`config.mk`:
```
export PLATFORM = sky130hd
export DESIGN_NAME = decimal_integer_parser
export DESIGN_NICKNAME = d
export VERILOG_FILES = /design/src/rtl/dip_pkg.sv /design/src/rtl/dip_front.sv /design/src/rtl/dip_queue.sv /design/src/rtl/dip_back.sv /design/src/rtl/decimal_integer_parser.sv
export SDC_FILE = /design/constraint.sdc
export NUM_CORES = 1
export LEC_CHECK = 0
export ABC_CLOCK_PERIOD_IN_PS = 8200
export BUFFER_PORTS_ARGS = -buffer_cell sky130_fd_sc_hd__buf_2
export CAP_MARGIN = 20
export CELL_PAD_IN_SITES_DETAIL_PLACEMENT = 0
export CELL_PAD_IN_SITES_GLOBAL_PLACEMENT = 1
export CORE_UTILIZATION = 36
export CTS_CLUSTER_SIZE = 12
export DETAILED_ROUTE_END_ITERATION = 10
export PLACE_DENSITY = 0.75
export SKIP_LAST_GASP = 1
export SLEW_MARGIN = 20
export SYNTH_ARGS = -nofsm -noshare
export SYNTH_HDL_FRONTEND = slang
export SYNTH_SLANG_ARGS = --single-unit
```
`constraint.sdc`:
```
create_clock -name clk -period 8.2 [get_ports clk]
set_input_delay 1.23 -clock clk [delete_from_list [all_inputs] [get_ports clk]]
set_output_delay 1.23 -clock clk [all_outputs]
set_load 0.02 [all_outputs]
```
`src/rtl/dip_pkg.sv`:
```
// Package for the decimal integer parser: character constants, character
// classes, the queue entry type and the parser phase encoding. No dependencies.
package dip_pkg;

  localparam int OUT_WIDTH   = 64;
  localparam int QUEUE_DEPTH = 2;
  localparam int QUEUE_AW    = $clog2(QUEUE_DEPTH);
  localparam int DIGIT_MAX   = 9;

  localparam logic [7:0] CH_NUL   = 8'h00;
  localparam logic [7:0] CH_TAB   = 8'h09;
  localparam logic [7:0] CH_LF    = 8'h0A;
  localparam logic [7:0] CH_VT    = 8'h0B;
  localparam logic [7:0] CH_FF    = 8'h0C;
  localparam logic [7:0] CH_CR    = 8'h0D;
  localparam logic [7:0] CH_SPACE = 8'h20;
  localparam logic [7:0] CH_MINUS = 8'h2D;
  localparam logic [7:0] CH_ZERO  = 8'h30;
  localparam logic [7:0] CH_NINE  = CH_ZERO + 8'(DIGIT_MAX);

  typedef enum logic [2:0] {
    CL_TERM,
    CL_SPACE,
    CL_MINUS,
    CL_DIGIT,
    CL_OTHER
  } char_class_t;

  typedef struct packed {
    char_class_t cls;
    logic [3:0]  digit;
  } entry_t;

  typedef enum logic [2:0] {
    PH_LEAD,
    PH_SIGN,
    PH_DIGITS,
    PH_TRAIL,
    PH_ERROR
  } phase_t;

endpackage

```
`src/rtl/dip_front.sv`:
```
// Front end of the decimal integer parser: classifies one input character.
// Depends on dip_pkg.
module dip_front (
  input  logic [7:0]      char_code,
  output dip_pkg::entry_t entry
);
  import dip_pkg::*;

  always_comb begin
    entry.digit = 4'd0;
    if (char_code == CH_NUL) begin
      entry.cls = CL_TERM;
    end else if (char_code inside {CH_SPACE, CH_LF, CH_TAB, CH_CR, CH_VT, CH_FF}) begin
      entry.cls = CL_SPACE;
    end else if (char_code == CH_MINUS) begin
      entry.cls = CL_MINUS;
    end else if (char_code inside {[CH_ZERO:CH_NINE]}) begin
      entry.cls   = CL_DIGIT;
      entry.digit = 4'(char_code - CH_ZERO);
    end else begin
      entry.cls = CL_OTHER;
    end
  end

endmodule

```
`src/rtl/dip_queue.sv`:
```
// Short register queue between the classifier and the parser back end.
// Depends on dip_pkg.
module dip_queue (
  input  logic            clk,
  input  logic            rst_n,
  input  logic            push,
  input  dip_pkg::entry_t push_data,
  output logic            full,
  input  logic            pop,
  output logic            empty,
  output dip_pkg::entry_t head
);
  import dip_pkg::*;

  entry_t                mem_r [QUEUE_DEPTH];
  logic [QUEUE_AW-1:0]   wr_ptr_r, wr_ptr_nxt;
  logic [QUEUE_AW-1:0]   rd_ptr_r, rd_ptr_nxt;
  logic [QUEUE_AW:0]     count_r, count_nxt;

  assign full  = (count_r == (QUEUE_AW+1)'(QUEUE_DEPTH));
  assign empty = (count_r == '0);
  assign head  = mem_r[rd_ptr_r];

  always_comb begin
    wr_ptr_nxt = push ? wr_ptr_r + 1'b1 : wr_ptr_r;
    rd_ptr_nxt = pop  ? rd_ptr_r + 1'b1 : rd_ptr_r;
    count_nxt  = count_r + (QUEUE_AW+1)'(push) - (QUEUE_AW+1)'(pop);
  end

  always_ff @(posedge clk) begin
    if (!rst_n) begin
      wr_ptr_r <= '0;
      rd_ptr_r <= '0;
      count_r  <= '0;
    end else begin
      wr_ptr_r <= wr_ptr_nxt;
      rd_ptr_r <= rd_ptr_nxt;
      count_r  <= count_nxt;
    end
  end

  always_ff @(posedge clk) begin
    if (push) begin
      mem_r[wr_ptr_r] <= push_data;
    end
  end

endmodule

```
`src/rtl/dip_back.sv`:
```
// Back end of the decimal integer parser: phase machine, accumulator and the
// result register. Depends on dip_pkg.
module dip_back #(
  parameter int VALUE_WIDTH = 64
) (
  input  logic                            clk,
  input  logic                            rst_n,
  input  logic                            ent_valid,
  input  dip_pkg::entry_t                 ent,
  output logic                            ent_pop,
  output logic                            out_valid,
  input  logic                            out_ready,
  output logic signed [dip_pkg::OUT_WIDTH-1:0] out_value,
  output logic                            out_bad_literal
);
  import dip_pkg::*;

  phase_t                        phase_r, phase_nxt;
  logic [VALUE_WIDTH-1:0]        acc_r, acc_nxt;
  logic                          neg_r, neg_nxt;
  logic                          out_valid_r;
  logic signed [OUT_WIDTH-1:0]   out_value_r, value_nxt;
  logic                          out_bad_r, bad_nxt;
  logic                          is_term;
  logic [VALUE_WIDTH-1:0]        mag;
  logic signed [VALUE_WIDTH-1:0] res_s;

  assign is_term = (ent.cls == CL_TERM);
  // A terminator needs the result register free; other characters never stall.
  assign ent_pop = ent_valid && (!is_term || !out_valid_r || out_ready);

  // Next phase.
  always_comb begin
    phase_nxt = phase_r;
    if (ent_pop) begin
      case (phase_r)
        PH_LEAD: begin
          case (ent.cls)
            CL_TERM:  phase_nxt = PH_LEAD;
            CL_SPACE: phase_nxt = PH_LEAD;
            CL_MINUS: phase_nxt = PH_SIGN;
            CL_DIGIT: phase_nxt = PH_DIGITS;
            default:  phase_nxt = PH_ERROR;
          endcase
        end
        PH_SIGN, PH_DIGITS: begin
          case (ent.cls)
            CL_TERM:  phase_nxt = PH_LEAD;
            CL_SPACE: phase_nxt = PH_TRAIL;
            CL_DIGIT: phase_nxt = PH_DIGITS;
            default:  phase_nxt = PH_ERROR;
          endcase
        end
        PH_TRAIL: begin
          case (ent.cls)
            CL_TERM:  phase_nxt = PH_LEAD;
            CL_SPACE: phase_nxt = PH_TRAIL;
            default:  phase_nxt = PH_ERROR;
          endcase
        end
        default: begin
          phase_nxt = is_term ? PH_LEAD : PH_ERROR;
        end
      endcase
    end
  end

  // Accumulator, sign and result.
  always_comb begin
    acc_nxt   = acc_r;
    neg_nxt   = neg_r;
    bad_nxt   = !(phase_r == PH_DIGITS || phase_r == PH_TRAIL);
    mag       = neg_r ? ('0 - acc_r) : acc_r;
    res_s     = bad_nxt ? '0 : $signed(mag);
    value_nxt = OUT_WIDTH'(res_s);
    if (is_term) begin
      acc_nxt = '0;
      neg_nxt = 1'b0;
    end else if (ent.cls == CL_DIGIT) begin
      if (phase_r == PH_LEAD || phase_r == PH_SIGN) begin
        acc_nxt = VALUE_WIDTH'(ent.digit);
      end else if (phase_r == PH_DIGITS) begin
        // Times ten as two shifts, plus the digit.
        acc_nxt = (acc_r << 3) + (acc_r << 1) + VALUE_WIDTH'(ent.digit);
      end
    end else if (ent.cls == CL_MINUS && phase_r == PH_LEAD) begin
      neg_nxt = 1'b1;
    end
  end

  always_ff @(posedge clk) begin
    if (!rst_n) begin
      phase_r     <= PH_LEAD;
      acc_r       <= '0;
      neg_r       <= 1'b0;
      out_valid_r <= 1'b0;
    end else begin
      phase_r <= phase_nxt;
      if (ent_pop) begin
        acc_r <= acc_nxt;
        neg_r <= neg_nxt;
      end
      if (ent_pop && is_term) begin
        out_valid_r <= 1'b1;
      end else if (out_ready) begin
        out_valid_r <= 1'b0;
      end
    end
  end

  always_ff @(posedge clk) begin
    if (ent_pop && is_term) begin
      out_value_r <= value_nxt;
      out_bad_r   <= bad_nxt;
    end
  end

  assign out_valid       = out_valid_r;
  assign out_value       = out_value_r;
  assign out_bad_literal = out_bad_r;

endmodule

```
`src/rtl/decimal_integer_parser.sv`:
```
// Top level of the decimal integer parser: classifier, queue and back end.
// Depends on dip_pkg, dip_front, dip_queue and dip_back.
//
// Usage: characters arrive on the in_ channel, one per request, and a zero
// character ends a string. Leading whitespace, one optional minus sign,
// decimal digits and trailing whitespace form a valid literal. On the
// terminator one result leaves on the out_ channel: the signed value,
// wrapped to VALUE_WIDTH bits and sign-extended to 64, or out_bad_literal
// set with a zero value. Other characters give no result.
// Throughput is one character per cycle while in_ready is high. A
// terminator is first written into the two-entry queue, and the back end
// then pops it and loads the result register, which drives out_valid.
// When the receiver stalls, the result register holds its request; the back
// end keeps taking characters until it meets the next terminator, and the
// queue then fills and in_ready drops.
// Synchronous reset empties the queue, drops any pending result and
// returns the parser to the leading-whitespace phase with a zero value.
module decimal_integer_parser #(
  parameter int VALUE_WIDTH = 64
) (
  input  logic                                 clk,
  input  logic                                 rst_n,
  input  logic                                 in_valid,
  output logic                                 in_ready,
  input  logic [7:0]                           in_char_code,
  output logic                                 out_valid,
  input  logic                                 out_ready,
  output logic signed [dip_pkg::OUT_WIDTH-1:0] out_value,
  output logic                                 out_bad_literal
);
  import dip_pkg::*;

  entry_t cls_entry;
  entry_t head;
  logic   q_full;
  logic   q_empty;
  logic   q_pop;

  assign in_ready = !q_full;

  dip_front u_front (
    .char_code (in_char_code),
    .entry     (cls_entry)
  );

  dip_queue u_queue (
    .clk       (clk),
    .rst_n     (rst_n),
    .push      (in_valid && in_ready),
    .push_data (cls_entry),
    .full      (q_full),
    .pop       (q_pop),
    .empty     (q_empty),
    .head      (head)
  );

  dip_back #(
    .VALUE_WIDTH (VALUE_WIDTH)
  ) u_back (
    .clk             (clk),
    .rst_n           (rst_n),
    .ent_valid       (!q_empty),
    .ent             (head),
    .ent_pop         (q_pop),
    .out_valid       (out_valid),
    .out_ready       (out_ready),
    .out_value       (out_value),
    .out_bad_literal (out_bad_literal)
  );

endmodule

```
==> impl_metrics.ini <==
[run_status]
status = finished, final reports clean

[synthesis]
yosys.area.top_type = edfxtp_1
synth_top_family_by_area = compound AO/OA/AOI/OAI gates
synth.most_common_cell = ha_1
synth_fa_ha_area_share_pct = 14.4
synthXorXnorAreaFrac_pct = 9.37
avgSynthCellArea_um2 = 8.93
netlist.area_leader.share_pct = 21.1
syn_nets = 1396
synth_edf_count = 79
synth_cells = 1257
synthTopCellsByArea = edfxtp_1 (21%), ha_1 (14%), dfxtp_1 (13%)
synth_ff_type = edfxtp_1
seq_area_frac_synth_pct = 34.3
ys_top_cells_by_count = ha_1 (125), nand2_1 (124), nor2_1 (107)
ys_ff_latch = 153
yosys_warnings = 0
yosys.area_share.simple_pct = 18.0
syn-cell-area_um2 = 11200
synthMuxAreaShare_pct = 1.22
synth_async_sr_flop_share_pct = 0
synth_compound_area_share_pct = 20.0
synth_cell_type_count = 63

[layout]
layout.cells.non_filler = 1720
final_util_pct = 41.2
diodes = 0
nets = 1450
area_growth_pct = 12.3
drive_gt1_share_pct = 10.9
design_area_um2 = 12600

[critical_path]
critical_path.max_stage_delay_ns = 0.88
crit_chain = mux2_2, ha_1, ha_1, inv_1, fa_1, nor2b_1, o2111ai_1, a2111oi_0, nor4_1, o21ai_0, a211oi_1, nor4_1, o21ai_0, and3_1, o31ai_1
regToRegEndpoint = u_back.acc_r[62]
critPathKind = reg2reg
r2r_cells = 15
start_kind = flop
required_ns = 8.56
rrSetupSlack_ns = 3.00
end_kind = flop
cp_slowest_cell = a2111oi_0
critPathMaxFanout = 9
worstPathArrival_ns = 5.56

[timing]
rsz0062_at_grt = no
finClkSkew_ns = 0.0192
fin_crit_sh_pct = 63.4
min_period_ns = 5.20
finalSetupViolations = 0
final.setup.tns_ns = 0
drv_slew = 0
tightest_slew_ns = 0.981
max-slew-margin-rel_pct = 32.9
fmax_ghz = 0.192
holdWs_ns = 0.476
hold_viol = 0

[cts]
cts_buffer_depth = 2
post_cts_resized = 0
post_cts_buffers = 0
cts.clk_slew.worst_paths_ns = 0.07
hold_buffers = 0
insertion_delay_ns = 0.45
cts_tree = yes
clock_tree.root_cell = clkbuf_16
cts_buffers = 17
htree_levels = 4
clkSinkCount = 153

[power]
powerDensity_nw_per_um2 = 162
vdd_drop_max_mv = 0.145
p_leak_uw = 0.00552

[route]
drt_iter0_markers = 522
wl_per_cell_um = 15.9
drc = 0
drtAntennaViolNets = 0
num_vias = 9405
routed_via_density = 5.47
drt_wl_total_um = 27300
drt-pass1-iter-count = 5

[global_routing]
grt_pass1_vias = 9067
grt.overflow.total = 0
grt_pass1_wl_um = 46000
grt_max_degree = 57
grt_usage_pct = 18.1
antenna_found_initial = 0

[placement]
dp_cells = 1688
io_buffer_count = 78
place.gp.congestion = 0.878
dp_hpwl_um = 20200
placed_area_um2 = 12000

[worst_hold_path]
holdCritStartpoint = u_back.acc_r[63]
hold_path_depth = 2
hold_end = u_back.acc_r[63]
hold_path.class = reg2reg

[floorplanning]
die_x_um = 179
ioPinCount = 79
dieArea_um2 = 31900
die_y_um = 179
rows = 64
start_util_pct = 36.7
fp.coreArea_um2 = 30600

[run]
maxCapViolCount = 0
## worst max path at each step
stage                     start               end  cells past startpoint
after floorplan            flop  u_back.acc_r[61]                     15
after global placement     flop  u_back.acc_r[58]                     15
after detailed placement   flop  u_back.acc_r[58]                     15
after CTS                  flop  u_back.acc_r[62]                     15
after global routing       flop  u_back.acc_r[61]                     14
final                      flop  u_back.acc_r[62]                     15
## flip-flops by register name, indices dropped and copies added, names as in the netlist, named ones only
signal,cells
u_queue.mem_r,14
u_queue.count_r,2
u_back.out_valid,1
u_back.neg_r,1
u_back.out_value,64
u_back.phase_r,3
u_back.out_bad_literal,1
u_back.acc_r,64
u_queue.wr_ptr_r,1
u_queue.rd_ptr_r,1
## power by group
part	leakage [uW]	switching [uW]	total (uW)	internal, uW
Sequential	0.00136	29.3	873	844
Combinational	0.00385	211	321	110
Clock	0.000304	385	853	468
## cells in the final DEF (no fill, tap or decap), drive strengths merged, types with 10 or more instances in the layout
master | synthesis | routed
ha | 125 | 125
buf | 5 | 84
nor2 | 107 | 107
inv | 32 | 41
nor2b | 33 | 33
nand3 | 19 | 19
a21oi | 81 | 81
a31oi | 11 | 11
dfxtp | 74 | 74
clkbuf | 44 | 17
a22oi | 23 | 23
xnor2 | 38 | 38
a21o | 38 | 38
and2 | 14 | 14
edfxtp | 79 | 79
o31ai | 21 | 21
nor4 | 13 | 13
xor2 | 82 | 82
nand2 | 124 | 124
o21ai | 94 | 94
o21bai | 14 | 14
nor3 | 28 | 28
or3 | 25 | 25
nand4 | 14 | 14
and3 | 10 | 10
## layout make-up
| type | instances | area (um2) |
|---|---|---|
| Clock buffer | 17 | 425 |
| Clock inverter | 15 | 200 |
| Fill cell | 3053 | 18000 |
| Inverter | 32 | 120 |
| Multi-Input combinational cell | 1023 | 7070 |
| Sequential cell | 153 | 3850 |
| Tap cell | 396 | 495 |
| Timing Repair Buffer | 84 | 435 |
## critical path, delay by kind of cell, from the launching register on
family | cells | cell delay, ns
AO/OA/AOI/OAI | 6 | 2.16
adder cells (fa/ha/maj) | 3 | 0.88
buffers and inverters | 1 | 0.06
flip-flops | 1 | 0.57
multiplexers | 1 | 0.40
AND/OR/NAND/NOR | 4 | 1.04
## through the flow
step / total power, uW / setup slack (ns)
CTS: 2070 / 3.13
finish: 2050 / 3.00
global route: 2140 / 2.73
floorplan: 1120 / 3.84
global placement: 1210 / 3.32
detailed placement: 1210 / 3.18
## cell families (layout without fill, tap and decap cells)
kind of cell,count (synthesis),after routing
simple gates,415,415
compound gates,347,347
flops,153,153
fa+ha+maj,128,128
xor+xnor,120,120
buf+inv,81,148
mux,13,13
## routing by layer
metal / share of wire [%] / track usage, %
met2: 44 / 28.5
met4: 1.7 / 5.54
met1: 50 / 25.2
met3: 4.3 / 2.77
met5: 0 / 0
Note: power is estimated with default switching activity, not from simulation.
